## config.mk

```make
export PLATFORM = sky130hd
export DESIGN_NAME = byte_stuffed_frame_receiver
export DESIGN_NICKNAME = d
export VERILOG_FILES = /design/src/bsfr_pkg.sv /design/src/byte_stuffed_frame_receiver.sv /design/src/bsfr_front.sv /design/src/bsfr_queue.sv /design/src/bsfr_back.sv
export VERILOG_INCLUDE_DIRS = /design/src /design/src/src
export SDC_FILE = /design/constraint.sdc
export NUM_CORES = 1
export LEC_CHECK = 0
export BUFFER_PORTS_ARGS = -buffer_cell sky130_fd_sc_hd__clkbuf_2
export CELL_PAD_IN_SITES_DETAIL_PLACEMENT = 1
export CELL_PAD_IN_SITES_GLOBAL_PLACEMENT = 1
export CORE_ASPECT_RATIO = 1.2
export CORE_UTILIZATION = 47
export CTS_CLUSTER_SIZE = 24
export DETAILED_ROUTE_END_ITERATION = 10
export PLACE_DENSITY_LB_ADDON = 0.1
export SETUP_SLACK_MARGIN = 0.1
export SYNTH_ARGS = -nofsm -noshare
export SYNTH_HDL_FRONTEND = slang
export SYNTH_SLANG_ARGS = --single-unit
```

## constraint.sdc

```tcl
create_clock -name clk -period 3.35 [get_ports clk]
set_clock_uncertainty 0.05 [all_clocks]
set_input_delay 0.5025 -clock clk [delete_from_list [all_inputs] [get_ports clk]]
set_output_delay 0.5025 -clock clk [all_outputs]
set_load 0.01 [all_outputs]
```

## src/byte_stuffed_frame_receiver_assert.svh

```systemverilog
// Assertion macros for the byte-stuffed frame receiver.
// Used by the top level only; needs clk and arst_n in the including scope.
`ifndef BYTE_STUFFED_FRAME_RECEIVER_ASSERT_SVH
`define BYTE_STUFFED_FRAME_RECEIVER_ASSERT_SVH

// The consequent must hold in the same cycle as the antecedent.
`define BSFR_ASSERT_NOW(label, ante, cons) \
	label: assert property (@(posedge clk) disable iff (!arst_n) (ante) |-> (cons)) \
		else $error("bsfr: same-cycle check failed");

// The consequent must hold in the cycle after the antecedent.
`define BSFR_ASSERT_NEXT(label, ante, cons) \
	label: assert property (@(posedge clk) disable iff (!arst_n) (ante) |=> (cons)) \
		else $error("bsfr: next-cycle check failed");

`endif

```

## src/bsfr_pkg.sv

```systemverilog
// Shared types and constants for the byte-stuffed frame receiver.
// No dependencies; used by every module of the block.
package bsfr_pkg;

	// Raw-byte buffer size and the width of the raw byte counter.
	localparam int BUFFER_BYTES = 256;
	localparam int RAW_W        = $clog2(BUFFER_BYTES);

	// Event queue between front and back.
	localparam int QUEUE_DEPTH = 4;
	localparam int QPTR_W      = $clog2(QUEUE_DEPTH);
	localparam int QCNT_W      = $clog2(QUEUE_DEPTH + 1);

	// Frame end status codes.
	localparam logic [2:0] ST_GOOD     = 3'd0;
	localparam logic [2:0] ST_BADSUM   = 3'd1;
	localparam logic [2:0] ST_SHORT    = 3'd2;
	localparam logic [2:0] ST_OVERFLOW = 3'd3;
	localparam logic [2:0] ST_RESTART  = 3'd4;
	localparam logic [2:0] ST_DANGLING = 3'd5;

	// Item kinds.
	localparam logic KIND_DATA   = 1'b0;
	localparam logic KIND_STATUS = 1'b1;

	// Configuration register indexes.
	localparam logic [1:0] CFG_START  = 2'd0;
	localparam logic [1:0] CFG_STOP   = 2'd1;
	localparam logic [1:0] CFG_ESCAPE = 2'd2;
	localparam logic [1:0] CFG_OFFSET = 2'd3;

	// One classified event from the front: an optional result item and counter steps.
	typedef struct packed {
		logic       emit;
		logic       kind;
		logic [7:0] data_byte;
		logic       is_id;
		logic [2:0] status;
		logic       inc_total;
		logic       inc_good;
		logic       inc_ovf;
	} event_t;

endpackage

```

## src/byte_stuffed_frame_receiver.sv

```systemverilog
// Byte-stuffed frame receiver with an additive 8-bit checksum.
// Input stream s_*: one raw serial byte per item in s_tdata[7:0].
// Output stream m_*: m_tuser is the kind (0 data byte, 1 frame end status);
// m_tlast is high on every status item, each of which closes a frame.
// Data items carry the unescaped id and payload bytes; the checksum byte is
// held back and checked at the stop byte. Status items report good, bad
// checksum, too short, overflow abort, restart abort or dangling escape.
// The three 32-bit counters in m_tdata wrap and show their values after the
// item's own update.
// Configuration: cfg_we with cfg_index (0 start, 1 stop, 2 escape, 3 offset)
// and cfg_data; write only while the block is idle.
// Throughput is one item per cycle while the queue has room: the front classifies an item
// combinationally and the back drains one queue entry per cycle while m_tready allows it.
// A result passes through the queue and then the output register before it is valid.
// A four-entry event queue absorbs a stall
// on m_tready; once it is full s_tready drops until the back drains it.
// Reset restores the default control bytes, closes any frame and clears the
// counters; no output item is pending afterwards.
module byte_stuffed_frame_receiver (
	input  logic         clk,
	input  logic         arst_n,
	input  logic         cfg_we,
	input  logic [1:0]   cfg_index,
	input  logic [7:0]   cfg_data,
	input  logic         s_tvalid,
	output logic         s_tready,
	input  logic [7:0]   s_tdata,  // [7:0] rx_byte
	output logic         m_tvalid,
	input  logic         m_tready,
	// [7:0] data_byte, [8] is_id, [11:9] status, [43:12] frames_total,
	// [75:44] frames_good, [107:76] overflows, [111:108] zero
	output logic [111:0] m_tdata,
	output logic         m_tuser,  // [0] kind
	output logic         m_tlast
);

	logic                          q_full, q_not_empty, push, pop;
	bsfr_pkg::event_t              push_ev, head_ev;
	logic [bsfr_pkg::QCNT_W-1:0]   q_count;
	logic                          kind;
	logic [7:0]                    data_byte;
	logic                          is_id;
	logic [2:0]                    status;
	logic [31:0]                   frames_total, frames_good, overflows;

	bsfr_front u_front (
		.clk       (clk),
		.arst_n    (arst_n),
		.cfg_we    (cfg_we),
		.cfg_index (cfg_index),
		.cfg_data  (cfg_data),
		.in_valid  (s_tvalid),
		.rx_byte   (s_tdata),
		.q_full    (q_full),
		.in_ready  (s_tready),
		.push      (push),
		.ev        (push_ev)
	);

	bsfr_queue u_queue (
		.clk       (clk),
		.arst_n    (arst_n),
		.push      (push),
		.push_ev   (push_ev),
		.pop       (pop),
		.full      (q_full),
		.not_empty (q_not_empty),
		.head_ev   (head_ev),
		.count     (q_count)
	);

	bsfr_back u_back (
		.clk          (clk),
		.arst_n       (arst_n),
		.ev_valid     (q_not_empty),
		.ev           (head_ev),
		.pop          (pop),
		.out_ready    (m_tready),
		.out_valid    (m_tvalid),
		.kind         (kind),
		.data_byte    (data_byte),
		.is_id        (is_id),
		.status       (status),
		.frames_total (frames_total),
		.frames_good  (frames_good),
		.overflows    (overflows)
	);

	// Pack the output item.
	assign m_tdata = {4'b0000, overflows, frames_good, frames_total, status, is_id, data_byte};
	assign m_tuser = kind;
	assign m_tlast = kind;

	`include "byte_stuffed_frame_receiver_assert.svh"

	// The queue is never written while it is full.
	`BSFR_ASSERT_NOW(a_no_push_full, push, q_count != bsfr_pkg::QCNT_W'(bsfr_pkg::QUEUE_DEPTH))
	// Input back-pressure comes only from a full queue.
	`BSFR_ASSERT_NOW(a_ready_full, !s_tready, q_full)
	// A data item carries a good status code and never closes a frame.
	`BSFR_ASSERT_NOW(a_data_clean, m_tvalid && !m_tuser, (status == bsfr_pkg::ST_GOOD) && !m_tlast)
	// Every popped queue entry that carries an item shows it on the output.
	`BSFR_ASSERT_NEXT(a_pop_result, pop && head_ev.emit, m_tvalid)

endmodule

```

## src/bsfr_front.sv

```systemverilog
// Front end: holds configuration and frame state, classifies each received item.
// Depends on bsfr_pkg; feeds bsfr_queue.
module bsfr_front (
	input  logic                 clk,
	input  logic                 arst_n,
	input  logic                 cfg_we,
	input  logic [1:0]           cfg_index,
	input  logic [7:0]           cfg_data,
	input  logic                 in_valid,
	input  logic [7:0]           rx_byte,
	input  logic                 q_full,
	output logic                 in_ready,
	output logic                 push,
	output bsfr_pkg::event_t     ev
);

	logic [7:0] start_q, stop_q, escape_q, offset_q;

	logic                       in_frame_q, esc_q, held_valid_q, id_pend_q;
	logic [bsfr_pkg::RAW_W-1:0] raw_q;
	logic [7:0]                 held_q, sum_q;

	logic                       in_frame_d, esc_d, held_valid_d, id_pend_d;
	logic [bsfr_pkg::RAW_W-1:0] raw_d;
	logic [7:0]                 held_d, sum_d;
	logic                       take_value;
	logic [7:0]                 value;
	logic                       accept;

	assign in_ready = !q_full;
	assign accept   = in_valid && in_ready;

	// Configuration registers.
	always_ff @(posedge clk or negedge arst_n) begin
		if (!arst_n) begin
			start_q  <= 8'd2;
			stop_q   <= 8'd3;
			escape_q <= 8'd16;
			offset_q <= 8'd32;
		end else if (cfg_we) begin
			unique case (cfg_index)
				bsfr_pkg::CFG_START:  start_q  <= cfg_data;
				bsfr_pkg::CFG_STOP:   stop_q   <= cfg_data;
				bsfr_pkg::CFG_ESCAPE: escape_q <= cfg_data;
				bsfr_pkg::CFG_OFFSET: offset_q <= cfg_data;
				default:              start_q  <= start_q;
			endcase
		end
	end

	// Classification of one item and the next frame state.
	always_comb begin
		in_frame_d   = in_frame_q;
		esc_d        = esc_q;
		held_valid_d = held_valid_q;
		id_pend_d    = id_pend_q;
		raw_d        = raw_q;
		held_d       = held_q;
		sum_d        = sum_q;
		ev           = '0;
		take_value   = 1'b0;
		value        = rx_byte;

		priority if (raw_q == bsfr_pkg::RAW_W'(bsfr_pkg::BUFFER_BYTES - 1)) begin
			// Buffer full: the byte is dropped and any open frame is aborted.
			ev.inc_ovf   = 1'b1;
			ev.emit      = in_frame_q;
			ev.kind      = bsfr_pkg::KIND_STATUS;
			ev.status    = bsfr_pkg::ST_OVERFLOW;
			in_frame_d   = 1'b0;
			esc_d        = 1'b0;
			held_valid_d = 1'b0;
			id_pend_d    = 1'b0;
			raw_d        = '0;
		end else if (rx_byte == start_q) begin
			// Start byte: a frame still open is reported as restarted.
			ev.emit      = in_frame_q;
			ev.kind      = bsfr_pkg::KIND_STATUS;
			ev.status    = bsfr_pkg::ST_RESTART;
			in_frame_d   = 1'b1;
			esc_d        = 1'b0;
			held_valid_d = 1'b0;
			id_pend_d    = 1'b1;
			raw_d        = bsfr_pkg::RAW_W'(1);
			sum_d        = 8'd0;
		end else if (rx_byte == stop_q) begin
			// Stop byte: close the frame and judge it.
			if (in_frame_q) begin
				ev.emit = 1'b1;
				ev.kind = bsfr_pkg::KIND_STATUS;
				priority if (raw_q < bsfr_pkg::RAW_W'(2)) begin
					ev.status = bsfr_pkg::ST_SHORT;
				end else if (esc_q) begin
					ev.inc_total = 1'b1;
					ev.status    = bsfr_pkg::ST_DANGLING;
				end else if (!held_valid_q) begin
					ev.inc_total = 1'b1;
					ev.status    = bsfr_pkg::ST_SHORT;
				end else if (sum_q == held_q) begin
					ev.inc_total = 1'b1;
					ev.inc_good  = 1'b1;
					ev.status    = bsfr_pkg::ST_GOOD;
				end else begin
					ev.inc_total = 1'b1;
					ev.status    = bsfr_pkg::ST_BADSUM;
				end
			end
			in_frame_d   = 1'b0;
			esc_d        = 1'b0;
			held_valid_d = 1'b0;
			id_pend_d    = 1'b0;
			raw_d        = '0;
		end else begin
			// Ordinary byte: unescape inside a frame.
			raw_d = raw_q + bsfr_pkg::RAW_W'(1);
			if (in_frame_q) begin
				priority if (esc_q) begin
					value      = rx_byte + offset_q;
					esc_d      = 1'b0;
					take_value = 1'b1;
				end else if (rx_byte == escape_q) begin
					esc_d = 1'b1;
				end else begin
					take_value = 1'b1;
				end
			end
		end

		// A new value releases the one held back, which was not the checksum.
		if (take_value) begin
			if (held_valid_q) begin
				ev.emit      = 1'b1;
				ev.kind      = bsfr_pkg::KIND_DATA;
				ev.data_byte = held_q;
				ev.is_id     = id_pend_q;
				sum_d        = sum_q + held_q;
				id_pend_d    = 1'b0;
			end
			held_d       = value;
			held_valid_d = 1'b1;
		end
	end

	assign push = accept && (ev.emit || ev.inc_ovf);

	// Frame state registers.
	always_ff @(posedge clk or negedge arst_n) begin
		if (!arst_n) begin
			in_frame_q   <= 1'b0;
			esc_q        <= 1'b0;
			held_valid_q <= 1'b0;
			id_pend_q    <= 1'b0;
			raw_q        <= '0;
			held_q       <= 8'd0;
			sum_q        <= 8'd0;
		end else if (accept) begin
			in_frame_q   <= in_frame_d;
			esc_q        <= esc_d;
			held_valid_q <= held_valid_d;
			id_pend_q    <= id_pend_d;
			raw_q        <= raw_d;
			held_q       <= held_d;
			sum_q        <= sum_d;
		end
	end

endmodule

```

## src/bsfr_queue.sv

```systemverilog
// Short event queue that decouples the front end from the back end.
// Depends on bsfr_pkg.
module bsfr_queue (
	input  logic                             clk,
	input  logic                             arst_n,
	input  logic                             push,
	input  bsfr_pkg::event_t                 push_ev,
	input  logic                             pop,
	output logic                             full,
	output logic                             not_empty,
	output bsfr_pkg::event_t                 head_ev,
	output logic [bsfr_pkg::QCNT_W-1:0]      count
);

	bsfr_pkg::event_t                mem_q [bsfr_pkg::QUEUE_DEPTH];
	logic [bsfr_pkg::QPTR_W-1:0]     wr_q, rd_q;
	logic [bsfr_pkg::QCNT_W-1:0]     cnt_q;

	assign full      = (cnt_q == bsfr_pkg::QCNT_W'(bsfr_pkg::QUEUE_DEPTH));
	assign not_empty = (cnt_q != '0);
	assign head_ev   = mem_q[rd_q];
	assign count     = cnt_q;

	// Entry storage.
	always_ff @(posedge clk) begin
		if (push) begin
			mem_q[wr_q] <= push_ev;
		end
	end

	// Pointers and fill count.
	always_ff @(posedge clk or negedge arst_n) begin
		if (!arst_n) begin
			wr_q  <= '0;
			rd_q  <= '0;
			cnt_q <= '0;
		end else begin
			if (push) begin
				wr_q <= wr_q + bsfr_pkg::QPTR_W'(1);
			end
			if (pop) begin
				rd_q <= rd_q + bsfr_pkg::QPTR_W'(1);
			end
			unique case ({push, pop})
				2'b10:   cnt_q <= cnt_q + bsfr_pkg::QCNT_W'(1);
				2'b01:   cnt_q <= cnt_q - bsfr_pkg::QCNT_W'(1);
				default: cnt_q <= cnt_q;
			endcase
		end
	end

endmodule

```

## src/bsfr_back.sv

```systemverilog
// Back end: applies counter steps and drives the output register.
// Depends on bsfr_pkg; drains bsfr_queue.
module bsfr_back (
	input  logic                 clk,
	input  logic                 arst_n,
	input  logic                 ev_valid,
	input  bsfr_pkg::event_t     ev,
	output logic                 pop,
	input  logic                 out_ready,
	output logic                 out_valid,
	output logic                 kind,
	output logic [7:0]           data_byte,
	output logic                 is_id,
	output logic [2:0]           status,
	output logic [31:0]          frames_total,
	output logic [31:0]          frames_good,
	output logic [31:0]          overflows
);

	logic        valid_q, kind_q, is_id_q;
	logic [7:0]  data_q;
	logic [2:0]  status_q;
	logic [31:0] total_q, good_q, ovf_q;

	// Take the next event once the output register is free or being emptied.
	assign pop = ev_valid && (!valid_q || out_ready);

	// Output register valid flag and counters.
	always_ff @(posedge clk or negedge arst_n) begin
		if (!arst_n) begin
			valid_q <= 1'b0;
			total_q <= '0;
			good_q  <= '0;
			ovf_q   <= '0;
		end else begin
			if (pop) begin
				valid_q <= ev.emit;
				total_q <= total_q + 32'(ev.inc_total);
				good_q  <= good_q + 32'(ev.inc_good);
				ovf_q   <= ovf_q + 32'(ev.inc_ovf);
			end else if (out_ready) begin
				valid_q <= 1'b0;
			end
		end
	end

	// Output payload.
	always_ff @(posedge clk) begin
		if (pop && ev.emit) begin
			kind_q   <= ev.kind;
			data_q   <= ev.data_byte;
			is_id_q  <= ev.is_id;
			status_q <= ev.status;
		end
	end

	// Counters stay put while an item waits, so they are shown directly.
	assign out_valid    = valid_q;
	assign kind         = kind_q;
	assign data_byte    = data_q;
	assign is_id        = is_id_q;
	assign status       = status_q;
	assign frames_total = total_q;
	assign frames_good  = good_q;
	assign overflows    = ovf_q;

endmodule
```

* After elaboration in Yosys (flattened, before gate mapping)
Memory sizes are Yosys's and may differ from the RTL's. Index checks and enable logic that the tools add are counted. W data, S select, Z words.
Operators by class: reduce and logical (&&, ||, !) cells 23, muxes and demuxes 61, $lt $le $gt $ge 1, equality and inequality tests 11, add/subtract/negate cells 10
Operators by type and width (count):
- $add A32 B1 Y32 | 3
- $mux W8 | 12
- $eq A8 B8 Y1 | 4
- $mux W1 | 31
- $mux W11 | 2
- $add A8 B8 Y8 | 2
- $mux W2 | 8
- $reduce_and A2 Y1 | 8
- $mux W5 | 2
- $mux W3 | 3
- $add A8 B1 Y8 const B | 1
- $eq A8 B8 Y1 const B | 1
- $lt A8 B2 Y1 const B | 1
- $mux W4 | 2
- $reduce_bool A4 Y1 | 2
- $eq A2 B2 Y1 const B | 3
- $pmux W3 S2 | 1
- $reduce_bool A3 Y1 | 2
- $add A2 B1 Y2 const B | 2
- $eq A2 B1 Y1 const B | 2
- $logic_and A1 B1 Y1 | 4
- $reduce_bool A2 Y1 | 2
- $add A3 B1 Y3 const B | 1
- $eq A3 B3 Y1 const B | 1
- 4 further kinds | 6
Word-level totals: register bits after elaboration 177, input bits 23, memories 1, word-level logic and storage cells 129, memory bits (writable) 68
Memory list:
- u_queue.mem_q | depth 4, width 17, read ports 1, clocked after Yosys merged registers in 0, write ports 1, RTL line bsfr_queue.sv:15 | bsfr_pkg::event_t mem_q [bsfr_pkg::QUEUE_DEPTH];

* Depth between registers and ports, before layout
word-level depth 12, mapped depth 13, depth with buffers taken out 13

* Modules after synthesis
A second synthesis with hierarchy kept.
Unflattened totals: cells, all modules 871, area, all modules 11247.0 um2
By module, submodules not included:
- bsfr_back | times used 1, area an instance 4744.6 um2, cells each 402
- bsfr_front | times used 1, area an instance 3557.2 um2, cells each 337
- bsfr_queue | times used 1, area an instance 2896.5 um2, cells each 125
- byte_stuffed_frame_receiver | times used 1, area an instance 48.8 um2, cells each 7

* Least setup slack after synthesis
OpenSTA, ideal clock, no wires.
kind input-to-reg, start in s_tdata[7], end reg u_queue.cnt_q, in the netlist u_queue.count[2], setup slack 0.708 ns, library setup time 0.079 ns, buffers on the path 0, stages 13, data required time 3.221 ns, data arrival time 2.512 ns, cells stage by stage xor2_1 > nor4_1 > nand4_1 > and2_1 > o21ai_1 > a21oi_2 > inv_1 > ha_1 > inv_1 > fa_1 > xor2_1 > nor2_1 > xor2_1
Between the ends: longest elaborated chain between the ends 12, elaborated cells between the ends (all ways) 20, classes of those cells 5 x eq/ne; 12 x mux; 3 x reduce/logical
RTL lines:
- start, declared | RTL line byte_stuffed_frame_receiver.sv:27 | input logic [7:0] s_tdata,
- $eq A8 B8 Y1 | RTL line bsfr_front.sv:121 | end else if (rx_byte == escape_q) begin
- $mux W1 | RTL line bsfr_front.sv:121
- $mux W1 | RTL line bsfr_front.sv:117 | priority if (esc_q) begin
- $mux W1 | RTL line bsfr_front.sv:116 | if (in_frame_q) begin
- $mux W1 | RTL line bsfr_front.sv:86 | end else if (rx_byte == stop_q) begin
- $mux W1 | RTL line bsfr_front.sv:75 | end else if (rx_byte == start_q) begin
- $mux W1 | RTL line bsfr_front.sv:64 | priority if (raw_q == bsfr_pkg::RAW_W'(bsfr_pkg::BUFFER_BYTES - 1)) begin
- $mux W11 (*) | RTL line bsfr_front.sv:130 | if (take_value) begin
- $logic_or A1 B1 Y1 (*) | RTL line bsfr_front.sv:144 | assign push = accept && (ev.emit || ev.inc_ovf);
- $logic_and A1 B1 Y1 (*) | RTL line bsfr_front.sv:144
- $eq A2 B1 Y1 / $eq A2 B2 Y1 (equally long branches) | RTL line bsfr_queue.sv:44 | unique case ({push, pop})
- $pmux W3 S2 / $reduce_bool A2 Y1 (equally long branches)
- end signal, assigned | RTL line bsfr_queue.sv:45 | 2'b10: cnt_q <= cnt_q + bsfr_pkg::QCNT_W'(1);
- end signal, assigned | RTL line bsfr_queue.sv:46 | 2'b01: cnt_q <= cnt_q - bsfr_pkg::QCNT_W'(1);
- end signal, assigned | RTL line bsfr_queue.sv:47 | default: cnt_q <= cnt_q;
- end, declared | RTL line bsfr_queue.sv:17 | logic [bsfr_pkg::QCNT_W-1:0] cnt_q;
Mark *: on every way between the ends. The rest lies on a longest branch, timed or not. A chain may end at the register's enable or synchronous reset.

* Final worst setup path
start reg u_front.escape_q[4], end reg u_queue.cnt_q, in the netlist u_queue.count[2]
Between the ends: longest elaborated chain between the ends 12, elaborated cells between the ends (all ways) 14, classes of those cells 3 x eq/ne; 8 x mux; 3 x reduce/logical
RTL lines:
- start, declared | RTL line bsfr_front.sv:17 | logic [7:0] start_q, stop_q, escape_q, offset_q;
- start signal, assigned | RTL line bsfr_front.sv:44 | bsfr_pkg::CFG_ESCAPE: escape_q <= cfg_data;
- $eq A8 B8 Y1 (*) | RTL line bsfr_front.sv:121
- $mux W1 (*) | RTL line bsfr_front.sv:121
- $mux W1 (*) | RTL line bsfr_front.sv:117
- $mux W1 (*) | RTL line bsfr_front.sv:116
- $mux W1 (*) | RTL line bsfr_front.sv:86
- $mux W1 (*) | RTL line bsfr_front.sv:75
- $mux W1 (*) | RTL line bsfr_front.sv:64
- $mux W11 (*) | RTL line bsfr_front.sv:130
- $logic_or A1 B1 Y1 (*) | RTL line bsfr_front.sv:144
- $logic_and A1 B1 Y1 (*) | RTL line bsfr_front.sv:144
- $eq A2 B1 Y1 / $eq A2 B2 Y1 (equally long branches) | RTL line bsfr_queue.sv:44
- $pmux W3 S2 / $reduce_bool A2 Y1 (equally long branches)
Marks and branches as above.

==> impl_metrics.ini <==
[die]
coreArea_um2 = 23130
initial_core_util = 0.4789
fp.dieArea_um2 = 24180
ios = 139
die-width_um = 142.1
fp.dieH_um = 170.2
rows = 61

[worst_setup_path]
rr_worst_depth = 13
crit_slowest_cell = dfstp_2
reg2reg_from = u_front.escape_q[4]
cp_data_arrival_time_ps = 3190
required_ps = 3740
crit_chain = xor2_1, nor4_1, nand4_1, and2_1, o21ai_1, a21oi_2, inv_1, ha_1, inv_1, fa_1, xor2_1, nor2_1, xor2_1
cpMostUsedCell = xor2_1
crit_type = reg -> reg
start_kind = flip-flop
r2r_slack_ps = 550
critPathMaxStageDelay_ps = 530
crit_path_max_fanout = 7
worst_setup_path_end_kind = flip-flop
r2r_end = u_queue.count[2]

[clock_tree]
cts.clk_slew.worst_paths_ps = 60
cts_buffers = 26
post-cts-setup-buffers = 0
tritoncts = built
clockRootBuffer = clkbuf_16
cts_buffer_depth = 3
clkSinkCount = 245
clkLatencyLatePin_ps = 520
cts.htree.levels = 1

[yosys]
synth-seq-area-share = 0.5908
synth_edf_count = 81
synth_cell_types = 61
yosysWarnings = 0
syn_area_um2 = 11070
ys.flop_type = dfrtp_1
postSynthCellCount = 843
ys_ff_latch = 245
ys_async_sr_fraction = 0.6694
syn_area_per_cell_um2 = 13.14

[placed_design]
post_dp_cell_area_um2 = 12160
place_worst_setup_slack_ps = 237.9
dp_hpwl_um = 16950
io_buffers = 134
routabilityCongestion = 0.7751

[timing]
hold_slack_ps = 217.3
fmax_ghz = 0.3576
rsz0062_at_grt = false
hold_viol = 0
relSlewSlack = 0.5025
tns_ps = 0
worstMarginPinSlew_ps = 743.0
fin_crit_ps = 2796
timing.final.ws_setup_ps = 553.8
fin_crit_sh = 0.8347
report.final.setup_viol = 0
slew_viol_final = 0

[power]
p_clk_frac = 0.319
swShare = 0.3008
seq_power_share = 0.440
p_comb_frac = 0.241
peakVddDrop_uv = 374.6
p_sw_w = 0.002751
p_per_area_nw_per_um2 = 701.0
p_int_w = 0.006392
power_leakage_nw = 5.756

[run]
max_cap_viol_count = 0

[layout]
drive_above_1_share = 0.2627
area_growth_pct = 17.77
final_cell_mix = 159 x dfrtp_1, 133 x clkbuf_2, 101 x xnor2_1
stdcell_area_um2 = 13040
finish.net_count = 1052
fill_cells = 2383
diodes = 0
layout_commonest_cell = dfrtp_1

[route]
wire_per_inst_um = 17.83
ant_nets = 0
routed_wl_um = 23800
drtIter0Drc = 204
drt-pass1-iter-count = 4
drc = 0
vias = 7009
via_per_inst = 5.250

[global_route]
use_met3 = 0.02926
antenna_found_initial = 0
grt.met2_usage = 0.3434
overflow = 0
grt.total_usage = 0.2029
grt_most_used_layer = met2
grt_pass1_vias = 7222
grt_util_met1 = 0.2714
grt_pass1_wl_um = 38740
grt_max_degree = 63

[hold_path]
hold_depth = 2
whs_endpoint = u_front.offset_q[3]
hp-class = in -> reg
hp-start = cfg_data[3]

[run_status]
run_status = finished, final reports clean
## metrics by stage
stage	std cells	total power, W	utilization
finish	1335	0.009143	0.5640
global route	1335	0.009680	0.5640
CTS	1335	0.009279	0.5640
detailed placement	1286	0.006322	0.5256
global placement	1286	0.006232	0.5256
floorplan	846	0.005562	-
## worst max path at each step
stage | end | slack, ps | startpoint | cells past startpoint
5_1_grt | u_queue.count[1] | 330 | u_front.start_q[1] | 11
2_1_floorplan | u_queue.count[2] | 710 | s_tdata[7] | 13
4_1_cts | u_queue.count[1] | 500 | u_front.start_q[1] | 11
6_report | u_queue.count[2] | 550 | u_front.escape_q[4] | 13
3_5_place_dp | u_queue.count[2] | 240 | s_tdata[5] | 14
3_3_place_gp | u_queue.count[2] | 290 | s_tdata[1] | 14
## flip-flops by register name, summed over array words and instances (netlist names), 32 cells and up
| name | flops |
|---|---|
| u_queue.mem_q | 68 |
| u_back.frames_total | 32 |
| u_back.frames_good | 32 |
| u_back.overflows | 32 |
## layer usage
| layer | wire, µm | vias up | part of all wire |
|---|---|---|---|
| met2 | 11970 | 140 | 0.50 |
| li1 | - | 3310 | - |
| met1 | 10500 | 3528 | 0.44 |
| met4 | 434 | 0 | 0.018 |
| met5 | 0 | - | 0 |
| met3 | 898 | 31 | 0.038 |
## cell families (layout without fill, tap and decap cells)
group           Yosys count  after routing  synth area share
compound gates           59             59           0.03333
xor+xnor                134            134            0.1060
fa+ha+maj                29             29           0.03480
buf+inv                  41            215           0.01649
flops                   245            245            0.5908
mux                      66             66           0.08225
other cells               1              4         0.0003386
simple gates            268            268            0.1360
## power by group through the flow
stage               sequential [W]  combinational, W  clock (W)
floorplan                  0.00403           0.00153          0
detailed placement         0.00408           0.00224          0
global placement           0.00407           0.00217          0
finish                     0.00403           0.00220    0.00291
global route               0.00410           0.00247    0.00311
CTS                        0.00403           0.00225    0.00300
## synthesized netlist by cell type, types with 3 or more instances
cell type  count  area share
a21o_1         4      0.0027
mux4_2        16       0.033
buf_4          6      0.0041
ha_1          26       0.029
clkbuf_1       8      0.0027
xor2_1        33       0.026
buf_1          3      0.0010
nand4_1       22       0.012
dfrtp_1      159        0.36
buf_2          5      0.0023
nand4_2        4      0.0045
nand2b_1       3      0.0017
dfstp_2        5       0.012
or3_1          4      0.0023
nor3_2         3      0.0027
fa_1           3      0.0054
o211ai_1       3      0.0020
and3_1        18       0.010
nand3_1       52       0.024
and4_1        12      0.0095
and2_1        17      0.0096
nor4_1         4      0.0023
a21oi_1        9      0.0041
o21ai_1       13      0.0059
inv_1         18      0.0061
o31ai_1        4      0.0027
o21ai_0       11      0.0050
mux2_2        39       0.040
xnor2_1      101       0.080
mux2i_1       10      0.0090
nor2b_1        5      0.0028
nand2_1       63       0.021
nor2_1        39       0.013
edfxtp_1      81        0.22
nor3_1         6      0.0027
## worst max-delay path: cells and delay by family, from the launching register on
| family | cells | cell delay (ps) |
|---|---|---|
| xor gates and xnor gates | 3 | 350 |
| AOI/OAI and AO/OA | 2 | 320 |
| adders and majority gates | 2 | 540 |
| buffers and inverters | 2 | 140 |
| DFF | 1 | 530 |
| and+or+nand+nor | 4 | 790 |
## repair_timing
item / in CTS / in global routing
hold buffers: 1 / 0
hold endpoints to repair: 59 / 0
resized for setup: 0 / 0
## area by class of cell
type | count | area (µm²) | area share
clock buffer | 34 | 732.0 | 0.05612
clock inverter | 14 | 145.1 | 0.01113
inverter | 19 | 71.32 | 0.005468
multi-input combinational | 560 | 4360 | 0.3343
sequential | 245 | 6543 | 0.5016
tap | 315 | 394.1 | 0.03022
timing repair buffer | 148 | 797.0 | 0.06111
No activity file was read; power rests on OpenSTA's default activity.
